File: src/rtl/cpr_pkg.sv
// Shared constants and types of the clock page replacement block.
`timescale 1ns / 1ps
`default_nettype none

package cpr_pkg;

   // Default sizing
   localparam int SLOTS_DEF     = 64;
   localparam int PAGE_BITS_DEF = 20;

   // Fixed field widths
   localparam int FRAME_W  = 6;
   localparam int STATUS_W = 3;

   // Request kinds
   localparam logic REQ_REFERENCE = 1'b0;
   localparam logic REQ_EVICT     = 1'b1;

   // Result status codes
   typedef enum logic [STATUS_W-1:0] {
      ST_HIT    = 3'd0,
      ST_INSERT = 3'd1,
      ST_EVICT  = 3'd2,
      ST_EMPTY  = 3'd3,
      ST_FULL   = 3'd4
   } status_type;

   // One result word
   typedef struct packed {
      logic [FRAME_W-1:0] evicted_frame;
      status_type         status;
   } rsp_type;

endpackage

`default_nettype wire

File: src/rtl/cpr_if.sv
// Request and response channel interfaces of the clock page replacement block.
`timescale 1ns / 1ps
`default_nettype none

interface cpr_req_if #(
   parameter int PAGE_BITS = cpr_pkg::PAGE_BITS_DEF
);
   import cpr_pkg::*;

   logic                 valid;
   logic                 ready;
   logic                 req_type;
   logic [PAGE_BITS-1:0] page_id;
   logic [FRAME_W-1:0]   frame_number;

   modport source (output valid, output req_type, output page_id, output frame_number,
                   input ready);
   modport sink   (input valid, input req_type, input page_id, input frame_number,
                   output ready);
endinterface

interface cpr_rsp_if;
   import cpr_pkg::*;

   logic                valid;
   logic                ready;
   logic [FRAME_W-1:0]  evicted_frame;
   logic [STATUS_W-1:0] status;

   modport source (output valid, output evicted_frame, output status, input ready);
   modport sink   (input valid, input evicted_frame, input status, output ready);
endinterface

`default_nettype wire

File: src/rtl/cpr_ram.sv
// Generic simple dual-port RAM with registered read and write-first bypass.
`timescale 1ns / 1ps
`default_nettype none

module cpr_ram #(
   parameter int WIDTH = 8,
   parameter int DEPTH = 64
) (
   input  logic                     clock,
   input  logic                     we,
   input  logic [$clog2(DEPTH)-1:0] waddr,
   input  logic [WIDTH-1:0]         wdata,
   input  logic [$clog2(DEPTH)-1:0] raddr,
   output logic [WIDTH-1:0]         rdata
);

   logic [WIDTH-1:0] mem_ff [DEPTH];
   logic [WIDTH-1:0] rdata_ff;

   // write port
   always_ff @(posedge clock) begin
      if (we) begin
         mem_ff[waddr] <= wdata;
      end
   end

   // read port; a same-cycle write to the read address is forwarded
   always_ff @(posedge clock) begin
      if (we && (waddr == raddr)) begin
         rdata_ff <= wdata;
      end else begin
         rdata_ff <= mem_ff[raddr];
      end
   end

   assign rdata = rdata_ff;

endmodule

`default_nettype wire

File: src/rtl/cpr_engine.sv
// Sequencer that scans, links and sweeps the slot ring held in the two RAMs.
`timescale 1ns / 1ps
`default_nettype none

module cpr_engine #(
   parameter int SLOTS     = 64,
   parameter int PAGE_BITS = 20
) (
   input  logic                                      clock,
   input  logic                                      reset,
   cpr_req_if.sink                                   req_bus,
   // result handoff to the output register
   output logic                                      done_valid,
   output cpr_pkg::rsp_type                          done_rsp,
   input  logic                                      out_free,
   // entry RAM: used, ref, page, frame
   output logic                                      ent_we,
   output logic [$clog2(SLOTS)-1:0]                  ent_waddr,
   output logic [2+PAGE_BITS+cpr_pkg::FRAME_W-1:0]   ent_wdata,
   output logic [$clog2(SLOTS)-1:0]                  ent_raddr,
   input  logic [2+PAGE_BITS+cpr_pkg::FRAME_W-1:0]   ent_rdata,
   // link RAM: next, prev
   output logic                                      lnk_we,
   output logic [$clog2(SLOTS)-1:0]                  lnk_waddr,
   output logic [2*$clog2(SLOTS)-1:0]                lnk_wdata,
   output logic [$clog2(SLOTS)-1:0]                  lnk_raddr,
   input  logic [2*$clog2(SLOTS)-1:0]                lnk_rdata
);
   import cpr_pkg::*;

   localparam int IDX_W = $clog2(SLOTS);
   localparam int CNT_W = $clog2(SLOTS + 1);

   typedef struct packed {
      logic                 used;
      logic                 refb;
      logic [PAGE_BITS-1:0] page;
      logic [FRAME_W-1:0]   frame;
   } entry_type;

   typedef struct packed {
      logic [IDX_W-1:0] next_idx;
      logic [IDX_W-1:0] prev_idx;
   } link_type;

   typedef enum logic [3:0] {
      S_CLEAR,
      S_IDLE,
      S_SCAN,
      S_INS_HAND,
      S_INS_BEFORE,
      S_INS_PATCH,
      S_EV_TEST,
      S_EV_PREV,
      S_EV_NEXT,
      S_RESP
   } state_type;

   state_type            state_ff, state_in;
   logic [IDX_W-1:0]     hand_ff, hand_in;
   logic [CNT_W-1:0]     occ_ff, occ_in;
   logic [IDX_W-1:0]     clr_ff, clr_in;
   logic [IDX_W-1:0]     scan_ff, scan_in;
   logic [IDX_W-1:0]     free_ff, free_in;
   logic                 free_found_ff, free_found_in;
   logic [PAGE_BITS-1:0] page_ff, page_in;
   logic [FRAME_W-1:0]   frame_ff, frame_in;
   logic [IDX_W-1:0]     cur_ff, cur_in;
   logic [IDX_W-1:0]     aux_ff, aux_in;
   logic [IDX_W-1:0]     nxt_ff, nxt_in;
   rsp_type              res_ff, res_in;

   entry_type ent_rd, ent_wr;
   link_type  lnk_rd, lnk_wr;
   logic      scan_last, clr_last, hit, have_free;
   logic [IDX_W-1:0] slot_sel;

   assign ent_rd    = entry_type'(ent_rdata);
   assign lnk_rd    = link_type'(lnk_rdata);
   assign ent_wdata = ent_wr;
   assign lnk_wdata = lnk_wr;

   assign scan_last = (scan_ff == IDX_W'(SLOTS - 1));
   assign clr_last  = (clr_ff == IDX_W'(SLOTS - 1));
   assign hit       = ent_rd.used && (ent_rd.page == page_ff);
   assign have_free = free_found_ff || !ent_rd.used;
   assign slot_sel  = free_found_ff ? free_ff : scan_ff;

   assign req_bus.ready = (state_ff == S_IDLE);
   assign done_valid    = (state_ff == S_RESP) && out_free;
   assign done_rsp      = res_ff;

   // next-state and RAM port logic
   always_comb begin
      state_in      = state_ff;
      hand_in       = hand_ff;
      occ_in        = occ_ff;
      clr_in        = clr_ff;
      scan_in       = scan_ff;
      free_in       = free_ff;
      free_found_in = free_found_ff;
      page_in       = page_ff;
      frame_in      = frame_ff;
      cur_in        = cur_ff;
      aux_in        = aux_ff;
      nxt_in        = nxt_ff;
      res_in        = res_ff;

      ent_we    = 1'b0;
      ent_waddr = '0;
      ent_wr    = '0;
      ent_raddr = '0;
      lnk_we    = 1'b0;
      lnk_waddr = '0;
      lnk_wr    = '0;
      lnk_raddr = '0;

      unique case (state_ff)
         // clear used and ref bits of every slot after reset
         S_CLEAR: begin
            ent_we    = 1'b1;
            ent_waddr = clr_ff;
            clr_in    = clr_ff + IDX_W'(1);
            if (clr_last) begin
               state_in = S_IDLE;
            end
         end

         S_IDLE: begin
            if (req_bus.valid) begin
               page_in  = req_bus.page_id;
               frame_in = req_bus.frame_number;
               if (req_bus.req_type == REQ_EVICT) begin
                  if (occ_ff == '0) begin
                     res_in   = '{evicted_frame: '0, status: ST_EMPTY};
                     state_in = S_RESP;
                  end else begin
                     cur_in    = hand_ff;
                     ent_raddr = hand_ff;
                     lnk_raddr = hand_ff;
                     state_in  = S_EV_TEST;
                  end
               end else begin
                  scan_in       = '0;
                  free_found_in = 1'b0;
                  state_in      = S_SCAN;
               end
            end
         end

         // one slot per cycle: look for the page, note the lowest free slot
         S_SCAN: begin
            ent_raddr = scan_last ? '0 : scan_ff + IDX_W'(1);
            if (hit) begin
               ent_we      = 1'b1;
               ent_waddr   = scan_ff;
               ent_wr      = ent_rd;
               ent_wr.refb = 1'b1;
               res_in      = '{evicted_frame: '0, status: ST_HIT};
               state_in    = S_RESP;
            end else if (scan_last) begin
               if (!have_free) begin
                  res_in   = '{evicted_frame: '0, status: ST_FULL};
                  state_in = S_RESP;
               end else begin
                  free_in   = slot_sel;
                  ent_we    = 1'b1;
                  ent_waddr = slot_sel;
                  ent_wr    = '{used: 1'b1, refb: 1'b1, page: page_ff, frame: frame_ff};
                  if (occ_ff == '0) begin
                     // ring of one
                     lnk_we    = 1'b1;
                     lnk_waddr = slot_sel;
                     lnk_wr    = '{next_idx: slot_sel, prev_idx: slot_sel};
                     hand_in   = slot_sel;
                     occ_in    = occ_ff + CNT_W'(1);
                     res_in    = '{evicted_frame: '0, status: ST_INSERT};
                     state_in  = S_RESP;
                  end else begin
                     lnk_raddr = hand_ff;
                     state_in  = S_INS_HAND;
                  end
               end
            end else begin
               scan_in = scan_ff + IDX_W'(1);
               if (!ent_rd.used && !free_found_ff) begin
                  free_in       = scan_ff;
                  free_found_in = 1'b1;
               end
            end
         end

         // new slot goes between prev(hand) and hand
         S_INS_HAND: begin
            lnk_we    = 1'b1;
            lnk_waddr = free_ff;
            lnk_wr    = '{next_idx: hand_ff, prev_idx: lnk_rd.prev_idx};
            aux_in    = lnk_rd.prev_idx;
            lnk_raddr = lnk_rd.prev_idx;
            state_in  = S_INS_BEFORE;
         end

         S_INS_BEFORE: begin
            lnk_we    = 1'b1;
            lnk_waddr = aux_ff;
            lnk_wr    = '{next_idx: free_ff, prev_idx: lnk_rd.prev_idx};
            lnk_raddr = hand_ff;
            state_in  = S_INS_PATCH;
         end

         S_INS_PATCH: begin
            lnk_we    = 1'b1;
            lnk_waddr = hand_ff;
            lnk_wr    = '{next_idx: lnk_rd.next_idx, prev_idx: free_ff};
            occ_in    = occ_ff + CNT_W'(1);
            res_in    = '{evicted_frame: '0, status: ST_INSERT};
            state_in  = S_RESP;
         end

         // sweep: clear set ref bits until a clear one is found
         S_EV_TEST: begin
            ent_we    = 1'b1;
            ent_waddr = cur_ff;
            if (ent_rd.refb) begin
               ent_wr      = ent_rd;
               ent_wr.refb = 1'b0;
               cur_in      = lnk_rd.next_idx;
               ent_raddr   = lnk_rd.next_idx;
               lnk_raddr   = lnk_rd.next_idx;
            end else begin
               res_in    = '{evicted_frame: ent_rd.frame, status: ST_EVICT};
               aux_in    = lnk_rd.prev_idx;
               nxt_in    = lnk_rd.next_idx;
               lnk_raddr = lnk_rd.prev_idx;
               state_in  = S_EV_PREV;
            end
         end

         // unlink the victim
         S_EV_PREV: begin
            lnk_we    = 1'b1;
            lnk_waddr = aux_ff;
            lnk_wr    = '{next_idx: nxt_ff, prev_idx: lnk_rd.prev_idx};
            lnk_raddr = nxt_ff;
            state_in  = S_EV_NEXT;
         end

         S_EV_NEXT: begin
            lnk_we    = 1'b1;
            lnk_waddr = nxt_ff;
            lnk_wr    = '{next_idx: lnk_rd.next_idx, prev_idx: aux_ff};
            occ_in    = occ_ff - CNT_W'(1);
            hand_in   = (occ_ff == CNT_W'(1)) ? '0 : nxt_ff;
            state_in  = S_RESP;
         end

         S_RESP: begin
            if (out_free) begin
               state_in = S_IDLE;
            end
         end

         default: begin
            state_in = S_IDLE;
         end
      endcase
   end

   // state and registers
   always_ff @(posedge clock) begin
      if (reset) begin
         state_ff <= S_CLEAR;
         hand_ff  <= '0;
         occ_ff   <= '0;
         clr_ff   <= '0;
      end else begin
         state_ff <= state_in;
         hand_ff  <= hand_in;
         occ_ff   <= occ_in;
         clr_ff   <= clr_in;
      end
      scan_ff       <= scan_in;
      free_ff       <= free_in;
      free_found_ff <= free_found_in;
      page_ff       <= page_in;
      frame_ff      <= frame_in;
      cur_ff        <= cur_in;
      aux_ff        <= aux_in;
      nxt_ff        <= nxt_in;
      res_ff        <= res_in;
   end

endmodule

`default_nettype wire

File: src/rtl/clock_page_replacement.sv
// Clock (second-chance) page replacement: top level with slot RAMs and output register.
// Reference: slots are scanned in order and a hit ends the scan at the slot holding the page;
//   a miss scans all SLOTS slots; a linked insert adds S_INS_HAND, S_INS_BEFORE, S_INS_PATCH.
// Evict: sweep of set reference bits, then unlink of the victim; an empty ring skips both.
// One request at a time: the next word is taken the cycle after the result is registered.
// Reset: synchronous; then a clearing pass over every slot of the entry RAM,
//   during which no request word is taken.
`timescale 1ns / 1ps
`default_nettype none

module clock_page_replacement #(
   parameter int SLOTS     = cpr_pkg::SLOTS_DEF,
   parameter int PAGE_BITS = cpr_pkg::PAGE_BITS_DEF
) (
   input  logic       clock,
   input  logic       reset,
   cpr_req_if.sink    req_bus,
   cpr_rsp_if.source  rsp_bus
);
   import cpr_pkg::*;

   localparam int IDX_W   = $clog2(SLOTS);
   localparam int ENTRY_W = 2 + PAGE_BITS + FRAME_W;
   localparam int LINK_W  = 2 * IDX_W;

   logic               ent_we, lnk_we;
   logic [IDX_W-1:0]   ent_waddr, ent_raddr, lnk_waddr, lnk_raddr;
   logic [ENTRY_W-1:0] ent_wdata, ent_rdata;
   logic [LINK_W-1:0]  lnk_wdata, lnk_rdata;

   logic    done_valid, out_free;
   rsp_type done_rsp;

   logic    rsp_valid_ff;
   rsp_type rsp_data_ff;

   cpr_ram #(.WIDTH(ENTRY_W), .DEPTH(SLOTS)) u_ent_ram (
      .clock (clock),
      .we    (ent_we),
      .waddr (ent_waddr),
      .wdata (ent_wdata),
      .raddr (ent_raddr),
      .rdata (ent_rdata)
   );

   cpr_ram #(.WIDTH(LINK_W), .DEPTH(SLOTS)) u_lnk_ram (
      .clock (clock),
      .we    (lnk_we),
      .waddr (lnk_waddr),
      .wdata (lnk_wdata),
      .raddr (lnk_raddr),
      .rdata (lnk_rdata)
   );

   cpr_engine #(.SLOTS(SLOTS), .PAGE_BITS(PAGE_BITS)) u_engine (
      .clock      (clock),
      .reset      (reset),
      .req_bus    (req_bus),
      .done_valid (done_valid),
      .done_rsp   (done_rsp),
      .out_free   (out_free),
      .ent_we     (ent_we),
      .ent_waddr  (ent_waddr),
      .ent_wdata  (ent_wdata),
      .ent_raddr  (ent_raddr),
      .ent_rdata  (ent_rdata),
      .lnk_we     (lnk_we),
      .lnk_waddr  (lnk_waddr),
      .lnk_wdata  (lnk_wdata),
      .lnk_raddr  (lnk_raddr),
      .lnk_rdata  (lnk_rdata)
   );

   // output register: holds a result word while the engine takes the next request
   assign out_free = !rsp_valid_ff || rsp_bus.ready;

   always_ff @(posedge clock) begin
      if (reset) begin
         rsp_valid_ff <= 1'b0;
      end else if (out_free) begin
         rsp_valid_ff <= done_valid;
      end
      if (out_free && done_valid) begin
         rsp_data_ff <= done_rsp;
      end
   end

   assign rsp_bus.valid         = rsp_valid_ff;
   assign rsp_bus.evicted_frame = rsp_data_ff.evicted_frame;
   assign rsp_bus.status        = rsp_data_ff.status;

endmodule

`default_nettype wire

File: src/flat_wrapper.sv
// flat-port wrapper written by rule: the top's interface ports become plain ports
module clock_page_replacement_flat import cpr_pkg::*;
#(
   parameter int SLOTS     = cpr_pkg::SLOTS_DEF,
   parameter int PAGE_BITS = cpr_pkg::PAGE_BITS_DEF
)
  (clock, reset, req_bus_valid, req_bus_req_type, req_bus_page_id, req_bus_frame_number, req_bus_ready, rsp_bus_valid, rsp_bus_evicted_frame, rsp_bus_status, rsp_bus_ready);
  cpr_req_if #(.PAGE_BITS(PAGE_BITS)) req_bus_i ();
  cpr_rsp_if rsp_bus_i ();
  input  logic clock;
  input  logic reset;
  input wire logic [$bits(req_bus_i.valid)-1:0] req_bus_valid;
  input wire logic [$bits(req_bus_i.req_type)-1:0] req_bus_req_type;
  input wire logic [$bits(req_bus_i.page_id)-1:0] req_bus_page_id;
  input wire logic [$bits(req_bus_i.frame_number)-1:0] req_bus_frame_number;
  output wire logic [$bits(req_bus_i.ready)-1:0] req_bus_ready;
  output wire logic [$bits(rsp_bus_i.valid)-1:0] rsp_bus_valid;
  output wire logic [$bits(rsp_bus_i.evicted_frame)-1:0] rsp_bus_evicted_frame;
  output wire logic [$bits(rsp_bus_i.status)-1:0] rsp_bus_status;
  input wire logic [$bits(rsp_bus_i.ready)-1:0] rsp_bus_ready;
  assign req_bus_i.valid = req_bus_valid;
  assign req_bus_i.req_type = req_bus_req_type;
  assign req_bus_i.page_id = req_bus_page_id;
  assign req_bus_i.frame_number = req_bus_frame_number;
  assign req_bus_ready = req_bus_i.ready;
  assign rsp_bus_valid = rsp_bus_i.valid;
  assign rsp_bus_evicted_frame = rsp_bus_i.evicted_frame;
  assign rsp_bus_status = rsp_bus_i.status;
  assign rsp_bus_i.ready = rsp_bus_ready;
  clock_page_replacement #(.SLOTS(SLOTS), .PAGE_BITS(PAGE_BITS)) u_core (.clock(clock), .reset(reset), .req_bus(req_bus_i), .rsp_bus(rsp_bus_i));
endmodule
File: config.mk
export PLATFORM = sky130hd
export DESIGN_NAME = clock_page_replacement_flat
export DESIGN_NICKNAME = d
export VERILOG_FILES = /design/src/rtl/cpr_pkg.sv /design/src/rtl/cpr_if.sv /design/src/rtl/cpr_ram.sv /design/src/rtl/cpr_engine.sv /design/src/rtl/clock_page_replacement.sv /design/src/flat_wrapper.sv
export SDC_FILE = /design/constraint.sdc
export NUM_CORES = 2
export LEC_CHECK = 0
export BUFFER_PORTS_ARGS = -buffer_cell sky130_fd_sc_hd__buf_2
export CORE_AREA = 4 4 615 434
export DETAILED_ROUTE_END_ITERATION = 10
export DIE_AREA = 0 0 619 438
export PLACE_DENSITY_LB_ADDON = 0.3
export SYNTH_ARGS = -nofsm -noshare
export SYNTH_HDL_FRONTEND = slang
export SYNTH_HIERARCHICAL = 1
export SYNTH_SLANG_ARGS = --single-unit
File: constraint.sdc
create_clock -name clock -period 7.3 [get_ports clock]
set_clock_uncertainty 0.05 [all_clocks]
set_input_delay 1.46 -clock clock [delete_from_list [all_inputs] [get_ports clock]]
set_output_delay 1.46 -clock clock [all_outputs]
set_load 0.01 [all_outputs]
==> After elaboration in Yosys (flattened, before gate mapping) <==
Memories as Yosys holds them, arrays and structs flattened. A register that Yosys moved wholly into a read port is not among the register bits.
Cells that the tools add are included.
{ "totals": {"n_memories": 2, "input_bits": 31, "register_bits": 99, "out_inout_bits": 11, "ram_bits": 2560} }
{ "op_classes": {"reduce_logical": 33, "n_mux": 96, "bitwise": 2, "n_addsub": 4, "n_eq_ne": 31} }
{ "memory_table": {"columns": ["memory", "words", "width", "rd", "rd_clocked_by_memory_dff", "wr", "line_no", "source"], "rows": [
  ["u_core.u_ent_ram.mem_ff", 64, 28, 1, 1, 1, "cpr_ram.sv:17", "logic [WIDTH-1:0] mem_ff [DEPTH];"],
  ["u_core.u_lnk_ram.mem_ff", 64, 12, 1, 1, 1, "cpr_ram.sv:17", null]
]} }
{ "ops": {"columns": ["op", "n"], "rows": [
  ["6-bit two-way mux", 34],
  ["28-bit two-way mux", 4],
  ["9-bit two-way mux", 8],
  ["12-bit case mux with 6 select lines", 1],
  ["28-bit case mux with 2 select lines", 1],
  ["12-bit two-way mux", 4],
  ["6-bit case mux with 2 select lines", 4],
  ["4-bit two-way mux", 10],
  ["4-bit case mux with 9 select lines", 1],
  ["6-bit case mux with 3 select lines", 2],
  ["6-bit case mux with 6 select lines", 1],
  ["9-bit case mux with 4 select lines", 1],
  ["6-bit case mux with 5 select lines", 1],
  ["7-bit two-way mux", 4],
  ["5-bit AND reduction", 5],
  ["2-bit != test (second input constant)", 12],
  ["7-bit case mux with 3 select lines", 1],
  ["20-bit equality test", 1],
  ["4-bit by 3-bit equality test with 1-bit output (second input constant)", 4],
  ["1-bit two-way mux", 16],
  ["6-bit by 1-bit adder with 6-bit output (second input constant)", 2],
  ["6-bit equality test (second input constant)", 2],
  ["2-bit nonzero test", 5],
  ["4-bit by 2-bit equality test with 1-bit output (second input constant)", 2],
  ["other kinds (23)", 40]
]} }

==> Longest topological paths before layout <==
{ "logic_depth": {"word_depth": 8, "depth_mapped": 21, "ltp_nobuf": 15} }

==> Cells and area by module <==
Netlist, hierarchy kept.
{ "by_module_without_submodules": {"columns": ["module", "n_inst", "cells_each", "area_per_inst_um2", "seq_area_each_um2"], "rows": [
  ["cpr_ram at u_core.u_ent_ram", 1, 3060, 68664.6, 53931.7],
  ["cpr_ram at u_core.u_lnk_ram", 1, 1333, 29731.0, 23182.2],
  ["cpr_engine", 1, 536, 5388.9, 2442.3],
  ["clock_page_replacement", 1, 14, 325.3, 290.3]
]} }

==> Least setup slack after synthesis <==
Ideal clock, no wire load.
{ "synth_timing": {"path_kind": "reg2reg", "start": "reg with a tool-made name", "end": "mem u_core/u_ent_ram/mem_ff[55][0] (netlist name) (enable)", "t_arrival_ns": 6.288, "stages_incl_launch_ff": 15, "setup_slack_ns": 0.514, "path_buffers": 2, "period_less_slack_ns": 6.786, "setup_time_ns": 0.448, "path_cell_list": "dfxtp_1 -> buf_4 -> buf_4 -> mux4_2 -> mux4_2 -> o22ai_1 -> a211oi_1 -> xor2_1 -> nor4_1 -> nand3_1 -> nor4_4 -> nand2b_1 -> or3_1 -> nand2_1 -> nor3_1"} }
{ "synth_lines": {"columns": ["element", "line_no"], "rows": [
  ["to (decl)", "cpr_ram.sv:17"]
]} }

==> metrics.md <==
| Metric | Value |
|---|---|
| Total power | `31.5 mW` |
| CTS Hold Bufs | `0` |
| DP Cell Count | `8551` |
| GRT met1 Usage | `between 30% and 40%` |
| Clock Latency Late Sink | `0.86 ns` |
| Final Core Density | `between 40% and 50%` |
| Most common cell in the synthesized netlist | `edfxtp_1` |
| Reg2reg path depth | `18` |
| Detail Route Antenna Nets | `0` |
| Clock Tree Root | `clkbuf_16` |
| Finished Layout Cells | `9015` |
| Via/cell ratio | `5.89` |
| Reg power frac | `54.2%` |
| Synth Instances | `4943` |
| Post-synthesis cell area | `104000 um2` |
| Top FF cell, synth | `edfxtp_1` |
| Remaining Overflow, GRT | `0` |
| Max Clock Freq | `between 0.1 and 0.15 GHz` |
| Number of remaining DRC errors | `0` |
| CTS tree | `done` |
| Row count | `157` |
| Synth top area cells | `edfxtp_1, mux4_2, mux2i_1, a22oi_1, dfxtp_1` |
| Synthesis-to-layout area growth | `15.1%` |
| Initial Util | `39.9%` |
| Drt total wl | `279 mm` |
| Max-capacitance violation count | `0` |
| Largest net degree at the start of global routing | `75` |
| TritonCTS buffer count | `269` |
| Post-synth EDFFs | `between 2000 and 3000` |
| Power share of the clock group | `between 40% and 50%` |
| Hold Crit Class | `reg2reg` |
| Synth async-reset ratio | `0%` |
| Final setup viols | `0` |
| Layout cell share with drive strength beyond 1 | `27.1%` |
| GP Congestion | `0.898` |
| Top Ports | `42` |
| Leak pwr | `between 30 and 40 nW` |
| Synth cell types | `76` |
| Global-route wire length before repair | `395 mm` |
| Drt initial violations | `8115` |
| Synth top cells by count | `edfxtp_1, mux4_2, mux2i_1` |
| Critical path class | `reg2reg` |
| GR Util met3 | `6.26%` |
| Reg clk slew, reported paths | `0.06 ns` |
| Post-DP HPWL | `about 170 mm` |
| Synth Area per Inst | `21.1 um2` |
| Final Hold Viols | `0` |
| Die Y-Extent | `between 400 and 500 um` |
| Busiest grt layer | `met1` |
| TritonRoute pass-1 iters | `6` |
| Core ar. | `261000 um2` |
| Clock tree buffer depth | `4` |
| Total global-route track usage | `between 20% and 30%` |
| Leading area contributor after synthesis | `edfxtp_1` |
| Synth top area share | `76.0%` |
| Internal power | `around 25 mW` |
| Worst vdd ir | `0.000161 V` |
| Synth Register Bits | `2671` |
| Data arrival, critical path | `approximately 7.6 ns` |
| # nets final | `around 5400` |
| Post-synthesis sequential area ratio | `76.7%` |
| Unrepaired setup endpoints after global routing | `no` |
| Crit path max fanout | `25` |
| Routed vias | `around 53000` |
| Antenna violations before repair | `22` |
| Pwr dens | `around 260 nW/um2` |
| # clock sinks | `2671` |
| Yosys warning count | `6` |
| Crit end category | `flop` |
| Worst setup SP type | `flop` |
| CP required | `7.74 ns` |
| Net Sw Frac | `21.4%` |
| Die area | `around 270000 um2` |
| Worst slew pin tran | `1.22 ns` |
| Hold depth | `0` |
| Crit share post-route | `between 90% and 100%` |
| Vias in the first global route | `between 50000 and 60000` |
| Max-slew headroom | `18.5%` |
| Sw power | `6.75 mW` |
| Final min period | `7.11 ns` |
| Post-Syn Nets | `4979` |
| Final slew viol count | `0` |
| Hold_sp | `u_core/u_engine/done_rsp[5]$_DFFE_PP_` |
| Comb power frac | `4.5%` |
| Die width | `between 600 and 700 um` |
| Port Buffer Count | `41` |
| Wire per inst | `31.0 um` |
| WHS | `0.365 ns` |
| GR Util met2 | `26.9%` |
| Status | `finished clean` |
| H-tree depth | `5` |
==> sequential cells by signal (all words and copies together), names as in the netlist, named ones only <==
name and flops:
u_core/u_engine/state_ff 4, u_core/u_lnk_ram/mem_ff 768, u_core/u_engine/frame_ff 6, u_core/rsp_bus.status 3, u_core/rsp_bus.evicted_frame 6, u_core/rsp_bus.valid 1
u_core/u_engine/clr_ff 6, u_core/u_engine/free_ff 6, u_core/u_engine/done_rsp 9, u_core/u_engine/nxt_ff 6, u_core/u_engine/cur_ff 6, u_core/u_engine/free_found_ff 1
u_core/u_engine/page_ff 20, u_core/u_ent_ram/mem_ff 1792, u_core/u_engine/occ_ff 7, u_core/u_engine/scan_ff 6, u_core/u_engine/aux_ff 6, u_core/u_engine/hand_ff 6
==> power groups by stage <==
stage	clock, mW	combinational [mW]	sequential (mW)
after global routing	13.9	1.49	17.1
final	13.0	1.42	17.1
after detailed placement	0	1.38	17.4
after CTS	13.3	1.39	17.1
after floorplan	0	0.745	17.3
after global placement	0	1.37	17.4
==> per-layer routing <==
| metal | vias to the layer above | wire, um |
|---|---|---|
| li1 | 21600 | - |
| met1 | 28300 | 125000 |
| met2 | 2768 | 114000 |
| met3 | 394 | 34500 |
| met4 | 4 | 6140 |
| met5 | - | 24 |
==> worst paths after layout <==
kind | to | slack (ns)
worst max-delay path | u_core/u_ent_ram/mem_ff[36][1]$_DFFE_PP_ | 0.19
worst min-delay path | u_core/rsp_bus.evicted_frame[2]$_DFFE_PP_ | 0.37
worst max register to register | u_core/u_ent_ram/mem_ff[36][1]$_DFFE_PP_ | 0.19
worst min register to register | u_core/rsp_bus.evicted_frame[2]$_DFFE_PP_ | 0.37
==> placed cells by master (no fill, tap or decap), types with 21 or more instances in the layout <==
| cell type | Yosys | layout |
|---|---|---|
| nor2_4 | 0 | 63 |
| a22o_2 | 0 | 26 |
| buf_2 | 74 | 41 |
| nand3_1 | 40 | 39 |
| buf_12 | 0 | 98 |
| and3_1 | 30 | 30 |
| dfxtp_1 | 36 | 28 |
| nand2b_1 | 36 | 35 |
| a21oi_1 | 31 | 31 |
| a21o_1 | 22 | 21 |
| o22ai_1 | 92 | 88 |
| mux2i_1 | 284 | 284 |
| buf_4 | 57 | 266 |
| a31oi_1 | 61 | 61 |
| o31ai_1 | 29 | 29 |
| nand2_1 | 61 | 50 |
| a22oi_1 | 122 | 122 |
| o21ai_0 | 79 | 77 |
| clkinv_1 | 0 | 50 |
| mux4_2 | 568 | 568 |
| edfxtp_1 | 2635 | 2635 |
| clkinv_2 | 1 | 42 |
| clkbuf_16 | 0 | 275 |
| nor2_1 | 187 | 124 |
| nor2b_1 | 26 | 24 |
| a211oi_1 | 24 | 24 |
| clkbuf_1 | 114 | 57 |
==> stage by stage <==
| step | instance area, um2 | worst slack (ns) | setup TNS (ns) |
|---|---|---|---|
| floorplan | 104000 | 0.514 | 0 |
| global placement | 112000 | -0.159 | -47.95 |
| detailed placement | 112000 | -0.152 | -32.33 |
| CTS | 120000 | 0.0746 | 0 |
| global route | 120000 | 0.0627 | 0 |
| finish | 120000 | 0.187 | 0 |
==> cells by family (layout without fill, tap and decap cells) <==
group	after synthesis	in the layout	synth area share, %
other	0	3	0
AO/OA/AOI/OAI	573	573	3.86
multiplexers	871	871	15.2
AND/OR/NAND/NOR	487	487	2.35
buffers and inverters	308	879	1.58
flip-flops	2671	2671	76.7
XOR/XNOR	28	28	0.236
adder cells (fa/ha/maj)	5	5	0.0601
==> critical path, stage by stage (launching register included) <==
cell      delay (ns)
dfxtp_4         0.68
buf_12          0.28
buf_4           0.39
mux4_2          0.55
o22ai_1         0.56
a21o_1          0.17
o31ai_1         0.13
and3_1          0.28
xor2_1          0.16
nor4_1          0.56
nand3_1         0.47
nor4_4          0.36
buf_4           0.27
nand2b_2        0.16
or3_1           0.19
nand2_1         0.15
or3_1           0.68
nor2_4          0.32
buf_12          0.26
==> area by class of cell <==
cell class,count,area (um2)
Timing Repair Buffer,406,4180
Tap cell,3498,4380
Multi-Input combinational cell,1964,23300
Inverter,16,61.3
Clock buffer,335,7140
Clock inverter,122,936
Fill cell,21500,141000
Antenna cell,3,7.51
Sequential cell,2671,79900
==> timing repair <==
item                                    in CTS  in global routing
buffers inserted                             0                  2
resized for setup                            1                  5
endpoints found under the setup margin     509                726
cloned                                       0                  0
(Power assumes the default switching activity.)
